===== src/rtl/papi_pkg.sv =====
package papi_pkg;

    localparam int COORD_WIDTH_DEF = 32;

    typedef struct packed {
        logic [31:0] axis_x;
        logic [31:0] axis_y;
        logic [31:0] corner_x;
        logic [31:0] corner_y;
        logic        last_corner;
    } papi_in_t;

    typedef struct packed {
        logic [31:0] proj_min;
        logic [31:0] proj_max;
        logic        axis_zero;
    } papi_out_t;

    typedef enum logic [2:0] {
        ST_IDLE,
        ST_DOT,
        ST_SQR,
        ST_ROOT,
        ST_DIVMIN,
        ST_DIVMAX,
        ST_OUT
    } papi_state_t;

    typedef struct packed {
        logic busy;
        logic done;
    } papi_div_stat_t;

endpackage


===== src/rtl/polygon_axis_projection_interval_unit.sv =====
// Projection interval of a polygon onto an axis.
// Input channel s_*: one item per corner; the axis fields are taken on the
// first corner of each polygon and ignored on later ones. last_corner closes
// the polygon. Result channel m_*: one item per polygon with proj_min,
// proj_max (Q16.16, saturated) and axis_zero.
// Per corner, a bit-serial multiply-accumulate forms the dot product one
// multiplier bit per cycle. A last corner then runs the axis squares on the
// same unit, the digit-by-digit square root, and two passes through the
// serial divider, one per bound (the divider is skipped for a zero-length
// axis). One item is worked on at a time.
// The result waits in an output register; a new polygon may start while it
// waits, but the next result is held back until the receiver takes it.
// Reset (aresetn low, synchronous) drops any item in flight, clears the
// output valid, and arms the block for the first corner of a new polygon.
module polygon_axis_projection_interval_unit import papi_pkg::*; #(
    parameter int COORD_WIDTH = COORD_WIDTH_DEF
) (
    input  logic      aclk,
    input  logic      aresetn,
    input  logic      s_valid,
    output logic      s_ready,
    input  papi_in_t  s_data,
    output logic      m_valid,
    input  logic      m_ready,
    output papi_out_t m_data
);

    localparam int W  = COORD_WIDTH;
    localparam int DW = 2 * W + 1;
    localparam int CW = $clog2(2 * W);

    papi_state_t state_reg, state_next;

    logic [W-1:0]         ax_reg, ay_reg;
    logic                 first_reg;
    logic                 last_reg;
    logic [CW-1:0]        cnt_reg;

    // multiply-accumulate
    logic signed [DW-1:0] mc_a_reg, mc_b_reg;
    logic [W-1:0]         mp_a_reg, mp_b_reg;
    logic signed [DW-1:0] acc_reg, acc_next;
    logic signed [DW-1:0] term_a, term_b;

    logic signed [DW-1:0] min_reg, max_reg;

    // square root
    logic [2*W-1:0]       sq_reg;
    logic [W:0]           rem_reg;
    logic [W-1:0]         root_reg, root_next;
    logic [W+2:0]         rem_sh, trial;
    logic                 rt_ge;

    logic [W-1:0]         len_reg;
    logic [31:0]          res_min_reg;
    logic                 zero_reg;
    logic                 m_valid_reg;
    papi_out_t            m_data_reg;

    logic                 cnt_last_w;
    logic                 out_free;
    logic                 div_start;
    logic [2*W-1:0]       div_dividend;
    logic [W-1:0]         div_divisor;
    logic [2*W-1:0]       div_q;
    papi_div_stat_t       div_stat;

    logic [W-1:0]         in_ax, in_ay, sel_ax, sel_ay;

    function automatic logic signed [DW-1:0] sext(logic [W-1:0] v);
        return {{(DW - W){v[W-1]}}, v};
    endfunction

    function automatic logic [2*W-1:0] mag(logic signed [DW-1:0] d);
        logic [DW-1:0] n;
        n = d[DW-1] ? (~d + 1'b1) : d;
        return n[2*W-1:0];
    endfunction

    // clamp quotient to the signed W-bit range, then sign-extend to 32 bits
    function automatic logic [31:0] sat_q(logic [2*W-1:0] q, logic neg);
        logic [2*W-1:0] lim;
        logic [W-1:0]   r;
        lim = (2 * W)'(1) << (W - 1);
        if (neg) begin
            r = (q > lim) ? {1'b1, {(W - 1){1'b0}}} : (~q[W-1:0] + 1'b1);
        end else begin
            r = (q >= lim) ? {1'b0, {(W - 1){1'b1}}} : q[W-1:0];
        end
        return 32'(signed'(r));
    endfunction

    assign in_ax  = s_data.axis_x[W-1:0];
    assign in_ay  = s_data.axis_y[W-1:0];
    assign sel_ax = first_reg ? in_ax : ax_reg;
    assign sel_ay = first_reg ? in_ay : ay_reg;

    assign cnt_last_w = (cnt_reg == CW'(W - 1));
    assign out_free   = !m_valid_reg || m_ready;

    // multiplier bit W-1 carries negative weight
    assign term_a   = mp_a_reg[0] ? mc_a_reg : '0;
    assign term_b   = mp_b_reg[0] ? mc_b_reg : '0;
    assign acc_next = cnt_last_w ? (acc_reg - term_a - term_b)
                                 : (acc_reg + term_a + term_b);

    // two radicand bits per cycle
    assign rem_sh    = {rem_reg, sq_reg[2*W-1:2*W-2]};
    assign trial     = {2'b00, root_reg, 1'b0} << 1 | (W + 3)'(1);
    assign rt_ge     = (rem_sh >= trial);
    assign root_next = {root_reg[W-2:0], rt_ge};

    always_comb begin
        state_next = state_reg;
        unique case (state_reg)
            ST_IDLE:   if (s_valid) state_next = ST_DOT;
            ST_DOT:    if (cnt_last_w) state_next = last_reg ? ST_SQR : ST_IDLE;
            ST_SQR:    if (cnt_last_w) state_next = ST_ROOT;
            ST_ROOT:   if (cnt_last_w) state_next = (root_next == '0) ? ST_OUT : ST_DIVMIN;
            ST_DIVMIN: if (div_stat.done) state_next = ST_DIVMAX;
            ST_DIVMAX: if (div_stat.done) state_next = ST_OUT;
            ST_OUT:    if (out_free) state_next = ST_IDLE;
            default:   state_next = ST_IDLE;
        endcase
    end

    always_comb begin
        s_ready      = (state_reg == ST_IDLE);
        div_start    = 1'b0;
        div_dividend = mag(min_reg);
        div_divisor  = root_next;
        unique case (state_reg)
            ST_ROOT: begin
                div_start = cnt_last_w && (root_next != '0);
            end
            ST_DIVMIN: begin
                div_start    = div_stat.done;
                div_dividend = mag(max_reg);
                div_divisor  = len_reg;
            end
            default: begin
                div_divisor = len_reg;
            end
        endcase
    end

    always_ff @(posedge aclk) begin
        if (!aresetn) begin
            state_reg   <= ST_IDLE;
            first_reg   <= 1'b1;
            m_valid_reg <= 1'b0;
            cnt_reg     <= '0;
        end else begin
            state_reg <= state_next;
            // raise on a new result, drop once the receiver takes it
            if (state_reg == ST_OUT && out_free) begin
                m_valid_reg <= 1'b1;
            end else if (m_ready) begin
                m_valid_reg <= 1'b0;
            end
            unique case (state_reg)
                ST_IDLE: begin
                    cnt_reg <= '0;
                end
                ST_DOT: begin
                    cnt_reg <= cnt_last_w ? '0 : cnt_reg + 1'b1;
                    if (cnt_last_w) first_reg <= 1'b0;
                end
                ST_SQR, ST_ROOT: begin
                    cnt_reg <= cnt_last_w ? '0 : cnt_reg + 1'b1;
                end
                ST_OUT: begin
                    if (out_free) begin
                        first_reg <= 1'b1;
                    end
                end
                default: begin
                    cnt_reg <= '0;
                end
            endcase
        end
    end

    always_ff @(posedge aclk) begin
        unique case (state_reg)
            ST_IDLE: begin
                if (s_valid) begin
                    ax_reg   <= sel_ax;
                    ay_reg   <= sel_ay;
                    last_reg <= s_data.last_corner;
                    mc_a_reg <= sext(sel_ax);
                    mc_b_reg <= sext(sel_ay);
                    mp_a_reg <= s_data.corner_x[W-1:0];
                    mp_b_reg <= s_data.corner_y[W-1:0];
                    acc_reg  <= '0;
                end
            end
            ST_DOT: begin
                if (cnt_last_w) begin
                    // fold this corner into the running extremes
                    if (first_reg || acc_next < min_reg) min_reg <= acc_next;
                    if (first_reg || acc_next > max_reg) max_reg <= acc_next;
                    // reload for the axis squares
                    mc_a_reg <= sext(ax_reg);
                    mc_b_reg <= sext(ay_reg);
                    mp_a_reg <= ax_reg;
                    mp_b_reg <= ay_reg;
                    acc_reg  <= '0;
                end else begin
                    mc_a_reg <= mc_a_reg <<< 1;
                    mc_b_reg <= mc_b_reg <<< 1;
                    mp_a_reg <= mp_a_reg >> 1;
                    mp_b_reg <= mp_b_reg >> 1;
                    acc_reg  <= acc_next;
                end
            end
            ST_SQR: begin
                mc_a_reg <= mc_a_reg <<< 1;
                mc_b_reg <= mc_b_reg <<< 1;
                mp_a_reg <= mp_a_reg >> 1;
                mp_b_reg <= mp_b_reg >> 1;
                acc_reg  <= acc_next;
                if (cnt_last_w) begin
                    sq_reg   <= acc_next[2*W-1:0];
                    rem_reg  <= '0;
                    root_reg <= '0;
                end
            end
            ST_ROOT: begin
                sq_reg   <= sq_reg << 2;
                rem_reg  <= rt_ge ? (W + 1)'(rem_sh - trial) : rem_sh[W:0];
                root_reg <= root_next;
                if (cnt_last_w) begin
                    len_reg     <= root_next;
                    zero_reg    <= (root_next == '0);
                    res_min_reg <= '0;
                end
            end
            ST_DIVMIN: begin
                if (div_stat.done) res_min_reg <= sat_q(div_q, min_reg[DW-1]);
            end
            ST_OUT: begin
                if (out_free) begin
                    m_data_reg.proj_min  <= zero_reg ? 32'd0 : res_min_reg;
                    m_data_reg.proj_max  <= zero_reg ? 32'd0
                                                     : sat_q(div_q, max_reg[DW-1]);
                    m_data_reg.axis_zero <= zero_reg;
                end
            end
            default: begin
            end
        endcase
    end

    papi_serial_div #(
        .W (W)
    ) u_div (
        .aclk     (aclk),
        .aresetn  (aresetn),
        .start    (div_start),
        .dividend (div_dividend),
        .divisor  (div_divisor),
        .quotient (div_q),
        .stat     (div_stat)
    );

    assign m_valid = m_valid_reg;
    assign m_data  = m_data_reg;

`ifndef ASSERT_OFF
    a_div_done_state: assert property (@(posedge aclk) disable iff (!aresetn)
        div_stat.done |-> (state_reg == ST_DIVMIN || state_reg == ST_DIVMAX))
        else $error("divider finished outside a divide state");

    a_div_start_idle: assert property (@(posedge aclk) disable iff (!aresetn)
        div_start |-> !div_stat.busy)
        else $error("divider restarted while busy");

    a_result_from_out: assert property (@(posedge aclk) disable iff (!aresetn)
        $rose(m_valid_reg) |-> $past(state_reg == ST_OUT))
        else $error("result raised outside the output state");

    a_zero_axis: assert property (@(posedge aclk) disable iff (!aresetn)
        (m_valid_reg && m_data_reg.axis_zero) |->
            (m_data_reg.proj_min == 32'd0 && m_data_reg.proj_max == 32'd0))
        else $error("zero-length axis with nonzero interval");
`endif

endmodule


===== src/rtl/papi_serial_div.sv =====
module papi_serial_div import papi_pkg::*; #(
    parameter int W = COORD_WIDTH_DEF
) (
    input  logic             aclk,
    input  logic             aresetn,
    input  logic             start,
    input  logic [2*W-1:0]   dividend,
    input  logic [W-1:0]     divisor,
    output logic [2*W-1:0]   quotient,
    output papi_div_stat_t   stat
);

    localparam int CW = $clog2(2 * W);

    logic [2*W-1:0] dvd_reg;
    logic [W-1:0]   rem_reg;
    logic [W-1:0]   dsr_reg;
    logic [CW-1:0]  cnt_reg;
    logic           busy_reg;
    logic           done_reg;

    logic [W:0]     r_sh;
    logic           ge;
    logic           cnt_end;

    // one quotient bit per cycle, restoring
    assign r_sh    = {rem_reg, dvd_reg[2*W-1]};
    assign ge      = (r_sh >= {1'b0, dsr_reg});
    assign cnt_end = (cnt_reg == CW'(2 * W - 1));

    always_ff @(posedge aclk) begin
        if (!aresetn) begin
            busy_reg <= 1'b0;
            done_reg <= 1'b0;
            cnt_reg  <= '0;
        end else begin
            done_reg <= !start && busy_reg && cnt_end;
            if (start) begin
                busy_reg <= 1'b1;
                cnt_reg  <= '0;
            end else if (busy_reg) begin
                cnt_reg <= cnt_reg + 1'b1;
                if (cnt_end) begin
                    busy_reg <= 1'b0;
                end
            end
        end
    end

    always_ff @(posedge aclk) begin
        if (start) begin
            dvd_reg <= dividend;
            dsr_reg <= divisor;
            rem_reg <= '0;
        end else if (busy_reg) begin
            rem_reg <= ge ? W'(r_sh - {1'b0, dsr_reg}) : r_sh[W-1:0];
            dvd_reg <= {dvd_reg[2*W-2:0], ge};
        end
    end

    assign quotient  = dvd_reg;
    assign stat.busy = busy_reg;
    assign stat.done = done_reg;

endmodule

===== config.mk =====
export PLATFORM = sky130hd
export DESIGN_NAME = polygon_axis_projection_interval_unit
export DESIGN_NICKNAME = d
export VERILOG_FILES = /design/src/rtl/papi_pkg.sv /design/src/rtl/polygon_axis_projection_interval_unit.sv /design/src/rtl/papi_serial_div.sv
export SDC_FILE = /design/constraint.sdc
export NUM_CORES = 2
export LEC_CHECK = 0
export BUFFER_PORTS_ARGS = -buffer_cell sky130_fd_sc_hd__clkbuf_2
export CAP_MARGIN = 20
export CORE_ASPECT_RATIO = 1.75
export CORE_MARGIN = 4
export CORE_UTILIZATION = 55
export CTS_CLUSTER_SIZE = 8
export DETAILED_ROUTE_END_ITERATION = 12
export HOLD_SLACK_MARGIN = 0.15
export PLACE_DENSITY = 0.72
export SYNTH_ARGS = -nofsm -noshare
export SYNTH_HDL_FRONTEND = slang
export SYNTH_HIERARCHICAL = 1
export SYNTH_SLANG_ARGS = --single-unit

===== constraint.sdc =====
create_clock -name aclk -period 38.5 [get_ports aclk]
set_input_delay 5.775 -clock aclk [delete_from_list [all_inputs] [get_ports aclk]]
set_output_delay 5.775 -clock aclk [all_outputs]
set_load 0.1 [all_outputs]

### After elaboration in Yosys (flattened, before gate mapping)

Index checks and enable logic that the tools add are counted.

* register bits after elaboration: 860
* input port bits: 133
* output and inout port bits: 67
* word-level logic and storage cells: 156

* $add $sub $neg: 11
* magnitude comparators: 6
* eq/ne operators: 15
* muxes and demuxes: 61
* bitwise gates (word level): 4
* reduce and logical (&&, ||, !) cells: 30

Operators with widths (count)
* $mux W65: 9
* $pmux W65 S3: 3
* $mux W32: 14
* $mux W64: 6
* $pmux W32 S3: 2
* $add A65 B65 Y65: 2
* $sub A65 B65 Y65: 2
* $add A64 B1 Y64 const B: 2
* $not A64 Y64: 2
* $pmux W32 S2: 2
* $pmux W64 S2: 1
* $mux W33: 2
* $pmux W33 S2: 1
* $gt A65 B65 Y1: 1
* $lt A65 B65 Y1: 1
* $ge A64 B32 Y1 const B: 1
* $gt A64 B32 Y1 const B: 1
* $ge A35 B34 Y1: 1
* $ge A33 B32 Y1: 1
* $sub A33 B33 Y33: 1
* $add A32 B1 Y32 const B: 1
* $logic_not A32 Y1: 1
* $not A32 Y32: 1
* $reduce_bool A32 Y1: 1
* other kinds (28): 68

### Logic depth before layout (Yosys ltp)

* depth after elaboration: 7
* depth in mapped cells: 29
* gate-level depth less buffers: 27

### Hierarchy

Netlist, hierarchy kept.

By module, submodules not included
* polygon_axis_projection_interval_unit: times used 1, cells an instance 5216, area an instance 50459.6 µm², sequential area each 21630.7 µm²
* papi_serial_div: times used 1, cells an instance 664, area an instance 7403.4 µm², sequential area each 3683.5 µm²

### Least setup slack after synthesis

Ideal clock, no wire load.

* path type: input to register
* from: input port s_valid
* to: register acc_reg[0], enable pin
* setup time: 1260 ps
* data arrival time: 24677 ps
* data required time: 37240 ps
* setup slack: 12563 ps
* stages: 2
* buffers on the path: 0
* cells stage by stage: nor3_1 a211oi_1

* cells in the longest elaborated chain, start to end: 2

RTL lines
* start: declaration: line polygon_axis_projection_interval_unit.sv:20 `input logic s_valid,`
* $ne A2 B2 Y1 (no source line)
* $reduce_and A2 Y1 (no source line)
* end signal: assignment: line polygon_axis_projection_interval_unit.sv:214 `acc_reg <= acc_next;`
* end signal: assignment: line polygon_axis_projection_interval_unit.sv:222 `acc_reg <= acc_next;`
* end: declaration: line polygon_axis_projection_interval_unit.sv:42 `logic signed [DW-1:0] acc_reg, acc_next;`

No other way between the ends.
A chain may end at the register's enable or synchronous reset.

### Worst setup path after layout

* from: register mp_a_reg[0]
* to: register max_reg[57], enable pin

* cells in the longest elaborated chain, start to end: 7
* elaborated cells on any way between the ends: 9
* those cells by class: add/sub: 4; order compare: 1; mux: 2; reduce/logical: 2

RTL lines
* start: declaration: line polygon_axis_projection_interval_unit.sv:41 `logic [W-1:0] mp_a_reg, mp_b_reg;`
* start signal: assignment: line polygon_axis_projection_interval_unit.sv:193 `mp_a_reg <= s_data.corner_x[W-1:0];`
* start signal: assignment: line polygon_axis_projection_interval_unit.sv:206 `mp_a_reg <= ax_reg;`
* start signal: assignment: line polygon_axis_projection_interval_unit.sv:212 `mp_a_reg <= mp_a_reg >> 1;`
* $mux W65 (*): line polygon_axis_projection_interval_unit.sv:102 `assign term_a = mp_a_reg[0] ? mc_a_reg : '0;`
* $add A65 B65 Y65 / $sub A65 B65 Y65 (equally long branches) (2 in series): line polygon_axis_projection_interval_unit.sv:105, polygon_axis_projection_interval_unit.sv:104
* $mux W65 (*): line polygon_axis_projection_interval_unit.sv:104 `assign acc_next = cnt_last_w ? (acc_reg - term_a - term_b)`
* via acc_next[60]: line polygon_axis_projection_interval_unit.sv:42
* $gt A65 B65 Y1 (*): line polygon_axis_projection_interval_unit.sv:202 `if (first_reg || acc_next > max_reg) max_reg <= acc_next;`
* $logic_or A1 B1 Y1 (*): line polygon_axis_projection_interval_unit.sv:202
* $reduce_and A3 Y1 (no source line) (*)
* end signal: assignment: line polygon_axis_projection_interval_unit.sv:202
* end: declaration: line polygon_axis_projection_interval_unit.sv:45 `logic signed [DW-1:0] min_reg, max_reg;`

Mark *: on every way through the listed nets, which the timed path passes. The rest lies on a longest branch.

==> impl_metrics.py <==
metrics = {
    "run_status": {
        "status": "completed",
    },
    "sta": {
        "fin_setup_tns_ns": 0,
        "setup_viol": 0,
        "fmax_ghz": 0.105,
        "worst_slew_pin_slew_ns": 1.26,
        "slew_headroom_pct": 15.7,
        "slew_viol_final": 0,
        "rsz0062_at_grt": "false",
        "clock_skew_ns": 0.0852,
        "post-route-period-util_pct": 24.6,
        "holdWs_ns": 0.483,
        "hold_viol": 0,
        "fin_crit_ns": 9.48,
    },
    "detailed_routing": {
        "drtIter0Drc": 3249,
        "viasPerCell": 6.14,
        "ant_nets": 0,
        "wl_um": 163000,
        "routedWlPerCell_um": 22.0,
        "firstDrtPassIters": 9,
        "route.detailed.drc": 0,
        "vias": 45391,
    },
    "floorplanning": {
        "fp.dieArea_mm2": 0.111,
        "rows": 157,
        "initial_core_util_pct": 55.4,
        "dieWidth_um": 253,
        "core_mm2": 0.105,
        "ios": 200,
        "dieHeight_um": 437,
    },
    "clock_tree": {
        "clock_latency_ns": 0.76,
        "hold_buffers": 0,
        "cts_setup_buffers": 0,
        "path_clk_slew_ns": 0.06,
        "cts_root_buffer": "clkbuf_16",
        "cts_tree": "built",
        "cts_sinks": 860,
        "clock_path_buffers": 3,
        "cts_resized": 0,
        "cts_made_buffers": 118,
        "htree_num_levels": 3,
    },
    "final_layout": {
        "layout_commonest_cell": "edfxtp_1",
        "final_cell_mix": "809 x edfxtp_1, 645 x nand2_1, 510 x nor2_1",
        "layout-drive-gt1-share_pct": 10.7,
        "nNetsFinal": 6561,
        "nFillCells": 8725,
        "layout-area-overhead-vs-synth_pct": 9.62,
        "fin_util_pct": 60.7,
        "final_area_mm2": 0.0634,
    },
    "setup_path": {
        "critPathKind": "register to register",
        "crit_fanout": 77,
        "r2r-end": "max_reg[57]",
        "end_kind": "register",
        "required_ns": 38.82,
        "crit_arrival_ns": 9.80,
        "cpPeakStageDelay_ns": 0.90,
        "rrSetupSlack_ns": 29.02,
        "path_delay_family": "compound AO/OA/AOI/OAI gates",
        "critical_path_buf_inv_count": 3,
        "start_kind": "register",
        "r2r_cells": 28,
        "r2r-start": "mp_a_reg[0]",
        "crit_slowest_cell": "nor3_1",
    },
    "global_routing": {
        "met1_usage_pct": 33.1,
        "grt_pass1_vias": 45610,
        "grt.total_usage_pct": 28.8,
        "grt.overflow.total": 0,
        "grt_busiest_layer": "met2",
        "grt_start_max_net_pins": 102,
        "met2_usage_pct": 51.4,
        "met3_usage_pct": 3.41,
        "antenna_found_initial": 0,
        "grt_pass1_wl_um": 252000,
    },
    "hold_path": {
        "hold_path.startpoint": "root_reg[24]",
        "whs_path_depth": 0,
        "hold_path.class": "register to register",
        "worstHoldEndpoint": "len_reg[25]",
    },
    "power": {
        "power_density_mw_per_mm2": 103,
        "comb_power_share_pct": 62.5,
        "p_seq_share_pct": 22.6,
        "power_switching_mw": 3.12,
        "switching_share_pct": 47.7,
        "p_int_mw": 3.43,
        "clkPwrFrac_pct": 14.9,
        "leakage_nw": 26.2,
        "max-vdd-ir-drop_mv": 0.0608,
    },
    "placement": {
        "dpl_cell_area_mm2": 0.0600,
        "hpwl_um": 123000,
        "port_buffers": 199,
        "place_congestion": 1.00,
    },
    "logic_synthesis": {
        "avgSynthCellArea_um2": 9.84,
        "yosys_warnings": 6,
        "syn_nets": 6471,
        "netlist_area_mm2": 0.0579,
        "synthCells": 5879,
    },
    "run": {
        "maxCapViolCount": 0,
    },
}
## metal layers
layer | part of all wire (%) | up-vias | wire (µm)
li1 | - | 21507 | -
met1 | 38 | 21810 | 61400
met2 | 51 | 1591 | 82400
met3 | 4.9 | 483 | 7990
met4 | 6.8 | 0 | 11100
met5 | 0 | - | 0
## area by class of cell
type	count	area (µm²)	area share, %
Inverter	453	1700	2.68
Tap cell	1351	1690	2.67
Clock buffer	177	3170	5.01
Sequential cell	860	25300	39.9
Multi-Input combinational cell	4266	29800	47.0
Antenna cell	1	2.50	0.00395
Timing Repair Buffer	270	1540	2.42
Clock inverter	10	195	0.308
## worst reg2reg max path, delay by kind of cell, from the launching register on
kind            cells  cell delay (ns)
compound gates     11             3.08
xor+xnor            2             0.43
fa+ha+maj           4             1.31
buf+inv             3             1.12
flops               1             0.32
mux                 1             0.23
simple gates        7             2.52
## worst max path at each step
stage | startpoint | endpoint | slack [ns] | cells past startpoint
6_report | mp_a_reg[0] | max_reg[57] | 29.02 | 28
5_1_grt | mp_a_reg[0] | max_reg[57] | 28.79 | 28
4_1_cts | mp_a_reg[0] | max_reg[53] | 29.20 | 28
3_5_place_dp | mp_a_reg[0] | max_reg[5] | 29.28 | 29
3_3_place_gp | mp_a_reg[0] | max_reg[5] | 29.38 | 29
2_1_floorplan | s_valid | acc_reg[0] | 12.56 | 2
## power groups by stage
stage	clock network [mW]	registers (mW)	logic, mW
2_1_floorplan	0	1.49	2.84
3_3_place_gp	0	1.50	3.96
3_5_place_dp	0	1.50	4.00
4_1_cts	0.989	1.48	4.03
5_1_grt	1.03	1.50	4.50
6_report	0.973	1.48	4.10
## per-stage QoR
step | setup WS, ns | power (mW) | std cells
finish | 29.02 | 6.55 | 7388
global route | 28.79 | 7.02 | 7387
CTS | 29.20 | 6.51 | 7386
detailed placement | 29.28 | 5.50 | 7199
global placement | 29.38 | 5.46 | 7199
floorplan | 12.56 | 4.33 | 5879
(Power assumes the default switching activity.)
